--- src/sv/keyed_count_slot_table_core_assert.svh ---
// Assertion macros shared by the slot table RTL.
`ifndef KEYED_COUNT_SLOT_TABLE_CORE_ASSERT_SVH
`define KEYED_COUNT_SLOT_TABLE_CORE_ASSERT_SVH

// Same-cycle implication, disabled while reset is high.
`define KCST_ASSERT_NOW(label, clk, rst, ante, cons, msg) \
   label: assert property (@(posedge clk) disable iff (rst) (ante) |-> (cons)) else $error(msg);

// Next-cycle implication, disabled while reset is high.
`define KCST_ASSERT_NEXT(label, clk, rst, ante, cons, msg) \
   label: assert property (@(posedge clk) disable iff (rst) (ante) |=> (cons)) else $error(msg);

`endif

--- src/sv/kcst_pkg.sv ---
// Shared sizes and port bundles of the keyed count slot table.
package kcst_pkg;

   localparam int SLOTS  = 32;
   localparam int SLOT_W = (SLOTS > 1) ? $clog2(SLOTS) : 1;
   localparam int SCAN_W = $clog2(SLOTS + 1);
   localparam int KEY_W  = 16;
   localparam int CNT_W  = 32;
   localparam int AMT_W  = 16;
   localparam int IDX_W  = 5;

   // Request codes carried on the opcode field.
   localparam logic OP_ADD  = 1'b0;
   localparam logic OP_SWAP = 1'b1;

   typedef struct packed {
      logic              en;
      logic [SLOT_W-1:0] addr;
      logic [KEY_W-1:0]  key;
      logic [CNT_W-1:0]  count;
   } st_wr_type;

   typedef struct packed {
      logic              en;
      logic [SLOT_W-1:0] addr;
   } st_rd_type;

endpackage

--- src/sv/kcst_store.sv ---
// Slot store: key and count memories with per-slot valid bits and a registered read.
module kcst_store import kcst_pkg::*; (
   input  logic             clock,
   input  logic             reset,
   input  st_wr_type        wr,
   input  st_rd_type        rd,
   output logic [KEY_W-1:0] rd_key,
   output logic [CNT_W-1:0] rd_count
);

   logic [KEY_W-1:0] key_mem [SLOTS];
   logic [CNT_W-1:0] cnt_mem [SLOTS];
   logic [SLOTS-1:0] valid_ff;
   logic [KEY_W-1:0] raw_key_ff;
   logic [CNT_W-1:0] raw_count_ff;
   logic             raw_valid_ff;

   always_ff @(posedge clock) begin
      if (wr.en) begin
         key_mem[wr.addr] <= wr.key;
         cnt_mem[wr.addr] <= wr.count;
      end
      if (rd.en) begin
         raw_key_ff   <= key_mem[rd.addr];
         raw_count_ff <= cnt_mem[rd.addr];
      end
   end

   // A slot never written since reset reads as empty with a zero count.
   always_ff @(posedge clock) begin
      if (reset) begin
         valid_ff     <= '0;
         raw_valid_ff <= 1'b0;
      end else begin
         if (wr.en) begin
            valid_ff[wr.addr] <= 1'b1;
         end
         if (rd.en) begin
            raw_valid_ff <= valid_ff[rd.addr];
         end
      end
   end

   assign rd_key   = raw_valid_ff ? raw_key_ff   : '0;
   assign rd_count = raw_valid_ff ? raw_count_ff : '0;

endmodule

--- src/sv/keyed_count_slot_table_core.sv ---
// Keyed count slot table: sequencer, saturating adder and result register.
// An add with no matching slot scans every slot of the store before its result strobe
// (one read per cycle over the slot store plus write-back); a match ends the scan early.
// A swap steps through its states in order: read slot a, read slot b, write a, write b.
// One item at a time: busy stays high from acceptance until the cycle of the result strobe.
// Synchronous active-high reset empties every slot at once through the valid bits.
// Each result is shown for exactly one cycle on rsp_valid; the receiver cannot stall it.
`include "keyed_count_slot_table_core_assert.svh"

module keyed_count_slot_table_core import kcst_pkg::*; (
   input  logic                    clock,
   input  logic                    reset,
   input  logic                    start,
   output logic                    busy,
   input  logic                    req_opcode,
   input  logic [KEY_W-1:0]        req_item_key,
   input  logic signed [AMT_W-1:0] req_amount,
   input  logic [IDX_W-1:0]        req_slot_a,
   input  logic [IDX_W-1:0]        req_slot_b,
   output logic                    rsp_valid,
   output logic                    rsp_success,
   output logic [IDX_W-1:0]        rsp_slot_used
);

   localparam logic [2:0] ST_IDLE   = 3'd0;
   localparam logic [2:0] ST_SCAN   = 3'd1;
   localparam logic [2:0] ST_MERGE  = 3'd2;
   localparam logic [2:0] ST_PLACE  = 3'd3;
   localparam logic [2:0] ST_SW_RDA = 3'd4;
   localparam logic [2:0] ST_SW_RDB = 3'd5;
   localparam logic [2:0] ST_SW_WRA = 3'd6;
   localparam logic [2:0] ST_SW_WRB = 3'd7;

   localparam logic [CNT_W-1:0] CNT_MAX = {1'b0, {(CNT_W-1){1'b1}}};
   localparam logic [CNT_W-1:0] CNT_MIN = {1'b1, {(CNT_W-1){1'b0}}};

   logic [2:0]        state_ff,        state_in;
   logic [KEY_W-1:0]  key_ff,          key_in;
   logic [AMT_W-1:0]  amt_ff,          amt_in;
   logic [SLOT_W-1:0] slot_a_ff,       slot_a_in;
   logic [SLOT_W-1:0] slot_b_ff,       slot_b_in;
   logic [IDX_W-1:0]  tag_ff,          tag_in;
   logic              swap_ok_ff,      swap_ok_in;
   logic [SCAN_W-1:0] iss_ff,          iss_in;
   logic              have_empty_ff,   have_empty_in;
   logic [SLOT_W-1:0] empty_at_ff,     empty_at_in;
   logic [SLOT_W-1:0] hit_idx_ff,      hit_idx_in;
   logic [CNT_W-1:0]  hit_count_ff,    hit_count_in;
   logic [KEY_W-1:0]  tmp_key_ff,      tmp_key_in;
   logic [CNT_W-1:0]  tmp_count_ff,    tmp_count_in;
   logic              rsp_valid_ff,    rsp_valid_in;
   logic              rsp_success_ff,  rsp_success_in;
   logic [IDX_W-1:0]  rsp_slot_ff,     rsp_slot_in;

   st_wr_type         wr;
   st_rd_type         rd;
   logic [KEY_W-1:0]  rd_key;
   logic [CNT_W-1:0]  rd_count;
   logic [SLOT_W-1:0] cmp_idx;
   logic [CNT_W:0]    sum_wide;
   logic [CNT_W-1:0]  sum_sat;
   logic [CNT_W-1:0]  amt_ext;

   kcst_store u_store (
      .clock    (clock),
      .reset    (reset),
      .wr       (wr),
      .rd       (rd),
      .rd_key   (rd_key),
      .rd_count (rd_count)
   );

   // The slot whose read data is on the store output during the scan is the one issued in the
   // previous cycle.
   assign cmp_idx = SLOT_W'(iss_ff - SCAN_W'(1));

   // The saturating adder: a 33-bit add of the matched count and the amount,
   // clamped to the signed 32-bit limits when the two top bits disagree.
   assign amt_ext  = {{(CNT_W-AMT_W){amt_ff[AMT_W-1]}}, amt_ff};
   assign sum_wide = {hit_count_ff[CNT_W-1], hit_count_ff} + {amt_ext[CNT_W-1], amt_ext};
   always_comb begin
      if (sum_wide[CNT_W] != sum_wide[CNT_W-1]) begin
         sum_sat = sum_wide[CNT_W] ? CNT_MIN : CNT_MAX;
      end else begin
         sum_sat = sum_wide[CNT_W-1:0];
      end
   end

   always_comb begin
      state_in       = state_ff;
      key_in         = key_ff;
      amt_in         = amt_ff;
      slot_a_in      = slot_a_ff;
      slot_b_in      = slot_b_ff;
      tag_in         = tag_ff;
      swap_ok_in     = swap_ok_ff;
      iss_in         = iss_ff;
      have_empty_in  = have_empty_ff;
      empty_at_in    = empty_at_ff;
      hit_idx_in     = hit_idx_ff;
      hit_count_in   = hit_count_ff;
      tmp_key_in     = tmp_key_ff;
      tmp_count_in   = tmp_count_ff;
      rsp_valid_in   = 1'b0;
      rsp_success_in = rsp_success_ff;
      rsp_slot_in    = rsp_slot_ff;
      wr             = '0;
      rd             = '0;

      case (state_ff)
         ST_IDLE: begin
            if (start) begin
               key_in        = req_item_key;
               amt_in        = req_amount;
               slot_a_in     = SLOT_W'(req_slot_a);
               slot_b_in     = SLOT_W'(req_slot_b);
               tag_in        = req_slot_a;
               swap_ok_in    = (32'(req_slot_a) < 32'(SLOTS)) && (32'(req_slot_b) < 32'(SLOTS));
               iss_in        = '0;
               have_empty_in = 1'b0;
               empty_at_in   = '0;
               state_in      = (req_opcode == OP_SWAP) ? ST_SW_RDA : ST_SCAN;
            end
         end

         ST_SCAN: begin
            // Issue the next read while the previous slot's data is checked.
            rd.en   = iss_ff < SCAN_W'(SLOTS);
            rd.addr = iss_ff[SLOT_W-1:0];
            iss_in  = iss_ff + SCAN_W'(1);
            if (iss_ff != '0) begin
               if (rd_key == '0) begin
                  if (!have_empty_ff) begin
                     have_empty_in = 1'b1;
                     empty_at_in   = cmp_idx;
                  end
               end else if (rd_key == key_ff) begin
                  hit_idx_in   = cmp_idx;
                  hit_count_in = rd_count;
                  state_in     = ST_MERGE;
               end
            end
            if (iss_ff == SCAN_W'(SLOTS) && !(rd_key != '0 && rd_key == key_ff)) begin
               state_in = ST_PLACE;
            end
         end

         ST_MERGE: begin
            wr.en          = 1'b1;
            wr.addr        = hit_idx_ff;
            wr.key         = key_ff;
            wr.count       = sum_sat;
            rsp_valid_in   = 1'b1;
            rsp_success_in = 1'b1;
            rsp_slot_in    = IDX_W'(hit_idx_ff);
            state_in       = ST_IDLE;
         end

         ST_PLACE: begin
            // A zero key finds its empty slot but never claims it.
            wr.en          = have_empty_ff && (key_ff != '0);
            wr.addr        = empty_at_ff;
            wr.key         = key_ff;
            wr.count       = amt_ext;
            rsp_valid_in   = 1'b1;
            rsp_success_in = have_empty_ff;
            rsp_slot_in    = have_empty_ff ? IDX_W'(empty_at_ff) : '0;
            state_in       = ST_IDLE;
         end

         ST_SW_RDA: begin
            rd.en    = 1'b1;
            rd.addr  = slot_a_ff;
            state_in = ST_SW_RDB;
         end

         ST_SW_RDB: begin
            rd.en        = 1'b1;
            rd.addr      = slot_b_ff;
            tmp_key_in   = rd_key;
            tmp_count_in = rd_count;
            state_in     = ST_SW_WRA;
         end

         ST_SW_WRA: begin
            wr.en    = swap_ok_ff;
            wr.addr  = slot_a_ff;
            wr.key   = rd_key;
            wr.count = rd_count;
            state_in = ST_SW_WRB;
         end

         ST_SW_WRB: begin
            wr.en          = swap_ok_ff;
            wr.addr        = slot_b_ff;
            wr.key         = tmp_key_ff;
            wr.count       = tmp_count_ff;
            rsp_valid_in   = 1'b1;
            rsp_success_in = 1'b1;
            rsp_slot_in    = tag_ff;
            state_in       = ST_IDLE;
         end

         default: begin
            state_in = ST_IDLE;
         end
      endcase
   end

   always_ff @(posedge clock) begin
      if (reset) begin
         state_ff     <= ST_IDLE;
         rsp_valid_ff <= 1'b0;
      end else begin
         state_ff     <= state_in;
         rsp_valid_ff <= rsp_valid_in;
      end
   end

   always_ff @(posedge clock) begin
      key_ff         <= key_in;
      amt_ff         <= amt_in;
      slot_a_ff      <= slot_a_in;
      slot_b_ff      <= slot_b_in;
      tag_ff         <= tag_in;
      swap_ok_ff     <= swap_ok_in;
      iss_ff         <= iss_in;
      have_empty_ff  <= have_empty_in;
      empty_at_ff    <= empty_at_in;
      hit_idx_ff     <= hit_idx_in;
      hit_count_ff   <= hit_count_in;
      tmp_key_ff     <= tmp_key_in;
      tmp_count_ff   <= tmp_count_in;
      rsp_success_ff <= rsp_success_in;
      rsp_slot_ff    <= rsp_slot_in;
   end

   assign busy          = state_ff != ST_IDLE;
   assign rsp_valid     = rsp_valid_ff;
   assign rsp_success   = rsp_success_ff;
   assign rsp_slot_used = rsp_slot_ff;

   // Every item passes through working states before its result, so strobes never abut.
   `KCST_ASSERT_NEXT(a_strobe_single, clock, reset, rsp_valid_ff, !rsp_valid_ff, "result strobes in consecutive cycles")
   // An accepted item always takes the sequencer out of idle.
   `KCST_ASSERT_NEXT(a_accept_busy, clock, reset, start && !busy, busy, "accepted item left the block idle")
   // A failed add always reports slot zero.
   `KCST_ASSERT_NOW(a_fail_slot_zero, clock, reset, rsp_valid_ff && !rsp_success_ff, rsp_slot_ff == '0, "failed add names a slot")
   // The result appears exactly as the sequencer returns to idle.
   `KCST_ASSERT_NOW(a_strobe_idle, clock, reset, rsp_valid_ff, !busy, "result strobe while still busy")

endmodule
--- config.mk ---
export PLATFORM = sky130hd
export DESIGN_NAME = keyed_count_slot_table_core
export DESIGN_NICKNAME = d
export VERILOG_FILES = /design/src/sv/kcst_pkg.sv /design/src/sv/kcst_store.sv /design/src/sv/keyed_count_slot_table_core.sv
export VERILOG_INCLUDE_DIRS = /design/src /design/src/sv
export SDC_FILE = /design/constraint.sdc
export NUM_CORES = 1
export LEC_CHECK = 0
export BUFFER_PORTS_ARGS = -buffer_cell sky130_fd_sc_hd__buf_4
export CORE_MARGIN = 2
export CORE_UTILIZATION = 50
export DETAILED_ROUTE_END_ITERATION = 8
export PLACE_DENSITY = 0.75
export SYNTH_ARGS = -nofsm -noshare
export SYNTH_HDL_FRONTEND = slang
export SYNTH_HIERARCHICAL = 1
export SYNTH_SLANG_ARGS = --single-unit
--- constraint.sdc ---
create_clock -name clock -period 6.5 [get_ports clock]
set_input_delay 1.3 -clock clock [delete_from_list [all_inputs] [get_ports clock]]
set_output_delay 1.3 -clock clock [all_outputs]
set_load 0.01 [all_outputs]
# Word-level counts from Yosys, hierarchy flattened
# Memories as Yosys holds them, arrays and structs flattened. A register that Yosys moved wholly into a read port is not among the register bits.
# Cells that the tools add are included.
# totals
inputBits	46
mem_count	2
wordCells	101
reg_bits	182
mem_bits_rw	1536
out_inout_bits	8
# mem_list
memory	words	width	read_ports	rd_clocked_by_memory_dff	wr	line_no	source
u_store.cnt_mem	32	32	1	1	1	kcst_store.sv:12	logic [CNT_W-1:0] cnt_mem [SLOTS];
u_store.key_mem	32	16	1	1	1	kcst_store.sv:11	logic [KEY_W-1:0] key_mem [SLOTS];
# classes
n_reduce_logical	22
muxes	34
eq_ne	17
addsub	3
magnitude_cmp	4
bitwise_logic	2
# ops
operator	n
one-hot mux 54 bit (4 select lines)	1
2-to-1 mux 32 bit	3
adder 32 x 16 -> 33 bit	1
OR 32 bit	1
nonzero test 16 bit	2
2-to-1 mux 5 bit	5
2-to-1 mux 3 bit	6
one-hot mux 3 bit (6 select lines)	1
one-hot mux 6 bit (3 select lines)	1
== test 16 bit	1
logical NOT 16 bit	1
2-to-1 mux 16 bit	1
one-hot mux 5 bit (3 select lines)	1
== test 3 bit (second input constant)	4
less-than comparator 5 x 6 -> 1 bit (second input constant)	2
one-hot mux 6 bit (2 select lines)	1
AND reduction 4 bit	3
one-hot mux 5 bit (2 select lines)	1
!= test 3 bit (second input constant)	3
2-to-1 mux 1 bit	8
!= test 2 bit (second input constant)	4
adder 6 x 1 -> 6 bit (second input constant)	1
== test 3 x 2 -> 1 bit (second input constant)	2
== test 6 bit (second input constant)	1
other kinds (20)	27

# Logic depth before layout (Yosys ltp)
# logic_depth
depth_word	9
ltp_mapped	14
depth_no_buf	10

# Cells and area by module
# The synthesis kept the hierarchy.
# by_module_without_submodules
module	cells_each	area_each_um2	instances	seq_area_each_um2
kcst_store	2470	61216.2	1	48226.3
keyed_count_slot_table_core	794	8937.3	1	4434.3

# Least setup slack after synthesis
# Ideal clock, no wire load.
# synth_timing
path_type	reg-to-reg
startpoint	register amt_ff[0]
endpoint	memory u_store.cnt_mem[0][26], data pin
slack_ps	1124
t_required_ps	5885
path_buffers	0
period_less_slack_ps	5376
setup_ps	615
stages_incl_launch_ff	11
arrival_time_ps	4760
path_cell_list	edfxtp_1 ha_1 fa_1 a21o_1 a221oi_2 nor3_2 nor3_1 nor3_1 o41a_1 o21a_1 o311ai_0
# synth_rtl
item	line_no	source
from (decl)	keyed_count_slot_table_core.sv:39	logic [AMT_W-1:0] amt_ff, amt_in;
from (signal assigned)	keyed_count_slot_table_core.sv:222	amt_ff <= amt_in;
to (decl)	kcst_store.sv:12	

==> results_dict.tcl <==
set metrics [dict create \
    fmax_mhz 265.3 \
    min_from "u_store/valid_ff[13]" \
    slew_viol_final 0 \
    port_buffers 37 \
    register_area_mm2 0.01855 \
    setup_viol 0 \
    arrival_ns 4.13 \
    rr_worst_depth 7 \
    die_w_um 227.9 \
    drive_gt1_share_pct 27.81 \
    start_util_pct 50.28 \
    cts-resized-gates 0 \
    grt_first_pass_wirelength_um 79950 \
    gp_congestion 0.8287 \
    fill_cells 3652 \
    worstPathMaxFanout 80 \
    whs_path_depth 2 \
    wl_per_cell_um 26.24 \
    antenna_found_initial 1 \
    ir_drop_mv 0.4304 \
    status "complete, no violations" \
    crit_path_start_kind "flop" \
    setup-tns-final_ns 0 \
    core_area_mm2 0.04986 \
    skew_ns 0.02577 \
    placedCellCount 1918 \
    rows 82 \
    hold_viol_final 0 \
    syn_nets 1327 \
    worstSkewPairLatency_ns 0.62 \
    wl_um 53110 \
    yosysWarnings 6 \
    antenna_left 0 \
    holdPathEnd "u_store/valid_ff[13]" \
    cts_max_level 2 \
    hp-class "flop to flop" \
    synth_area_mm2 0.02507 \
    syn_inst 1279 \
    cp.required_ns 6.86 \
    r2r_setup_slack_ns 2.73 \
    clock-root-buffer "clkbuf_16" \
    maxCapViolations 0 \
    multi_input_area_mm2 0.006140 \
    rr_endpoint "u_store/raw_key_ff[9]" \
    utilization_pct 56.15 \
    area_growth_pct 11.68 \
    maxSlewHeadroom_pct 17.97 \
    dp_hpwl_um 28990 \
    die-area_mm2 0.05195 \
    drtIter0Drc 1334 \
    tritoncts "done" \
    cts_setup_buffers 0 \
    ctsHoldBuffers 0 \
    end_kind "flop" \
    finalPower_w 0.01271 \
    ios 54 \
    antenna_cells 0 \
    timing.final.crit_share_pct 57.99 \
    rsz0062_at_grt "false" \
    p_per_area_mw_per_mm2 453.9 \
    route.detailed.drc 0 \
    vias 12180 \
    fin_nets 1355 \
    track_usage_pct 20.85 \
    cts_made_buffers 59 \
    grt_overflow 0 \
    cts_num_sinks 630 \
    r2r-start "state_ff[2]" \
    worstMarginPinSlew_ns 1.229 \
    period_minus_slack_ns 3.769 \
    dr.pass1.iters 5 \
    final_cells 2024 \
    p_leak_nw 9.033 \
    grt_max_degree 133 \
    syn_avg_cell_area_um2 19.60 \
    critPathKind "flop to flop" \
    die_y_um 227.9 \
    clockBufferDepth 3 \
    via_per_inst 6.017 \
    path_clk_slew_ns 0.07 \
    grt_pass1_vias 12390 \
]
cells in the final DEF (no fill, tap or decap), drive strengths merged, types with 3 or more instances in the layout:
cell    count
edfxtp    593
mux4      165
nor2      118
clkbuf     82
buf        75
mux2i      37
dfxtp      37
nand2      29
and2       27
xor2       20
a21oi      19
clkinv     19
o211a      16
mux2       16
nor4       13
nor2b       9
inv         9
a22oi       9
nand3       8
nand2b      7
a211oi      7
nor3        5
nand3b      5
bufinv      4
or3b        3
per-stage QoR:
step | hold WS [ns] | instance area, µm² | setup slack (ns)
floorplan | 0.4396 | 25070 | 3.150
global placement | 0.4496 | 26170 | 2.774
detailed placement | 0.4597 | 26170 | 2.747
CTS | 0.4751 | 28000 | 2.713
global route | 0.5057 | 28000 | 2.538
finish | 0.4711 | 28000 | 2.731
how the worst max path moves through the flow:
| stage | start | to | slack [ns] | depth (start not counted) |
|---|---|---|---|---|
| finish | state_ff[2] | u_store/raw_key_ff[9] | 2.73 | 7 |
| global route | state_ff[2] | u_store/raw_key_ff[9] | 2.54 | 7 |
| CTS | state_ff[2] | u_store/raw_key_ff[9] | 2.71 | 7 |
| detailed placement | state_ff[2] | u_store/raw_key_ff[10] | 2.75 | 7 |
| global placement | state_ff[2] | u_store/raw_key_ff[10] | 2.77 | 7 |
| floorplan | state_ff[2] | u_store/raw_key_ff[4] | 3.15 | 11 |
power by group:
group / internal (W) / switching, W
Sequential: 0.00494 / 0.000133
Combinational: 0.00206 / 0.00228
Clock: 0.00189 / 0.00141
Total: 0.00889 / 0.00382
sequential cells by signal, indices dropped and copies added, names as in the netlist, 3 cells and up:
name / flops
key_ff: 16
tag_ff: 5
hit_idx_ff: 5
tmp_key_ff: 16
u_store/raw_key_ff: 16
state_ff: 3
iss_ff: 6
u_store/key_mem: 512
rsp_slot_used: 5
slot_b_ff: 5
empty_at_ff: 5
u_store/valid_ff: 32
per-layer routing:
layer / global-route usage, % / wire [µm] / vias to the layer above
li1: - / - / 5143
met1: 28.96 / 20870 / 6367
met2: 33.77 / 26410 / 571
met3: 3.275 / 4129 / 97
met4: 7.864 / 1704 / 0
met5: 0 / 0 / -
critical path, stage by stage, from the launching register on:
cell	delay (ns)
dfxtp_2	0.31
buf_4	0.52
mux2i_1	0.23
a211oi_4	0.39
buf_12	0.50
mux4_2	0.60
mux4_2	0.52
mux2_2	0.28
area by class of cell:
type                    count  area share (%)
flip-flops and latches    630           66.25
multi-input cells         532           21.93
well taps                 672           3.003
clock inverters            24          0.7463
inverters                   9          0.1207
clock buffers              82           5.805
repair buffers             75           2.145
No activity file was read; power rests on OpenSTA's default activity.
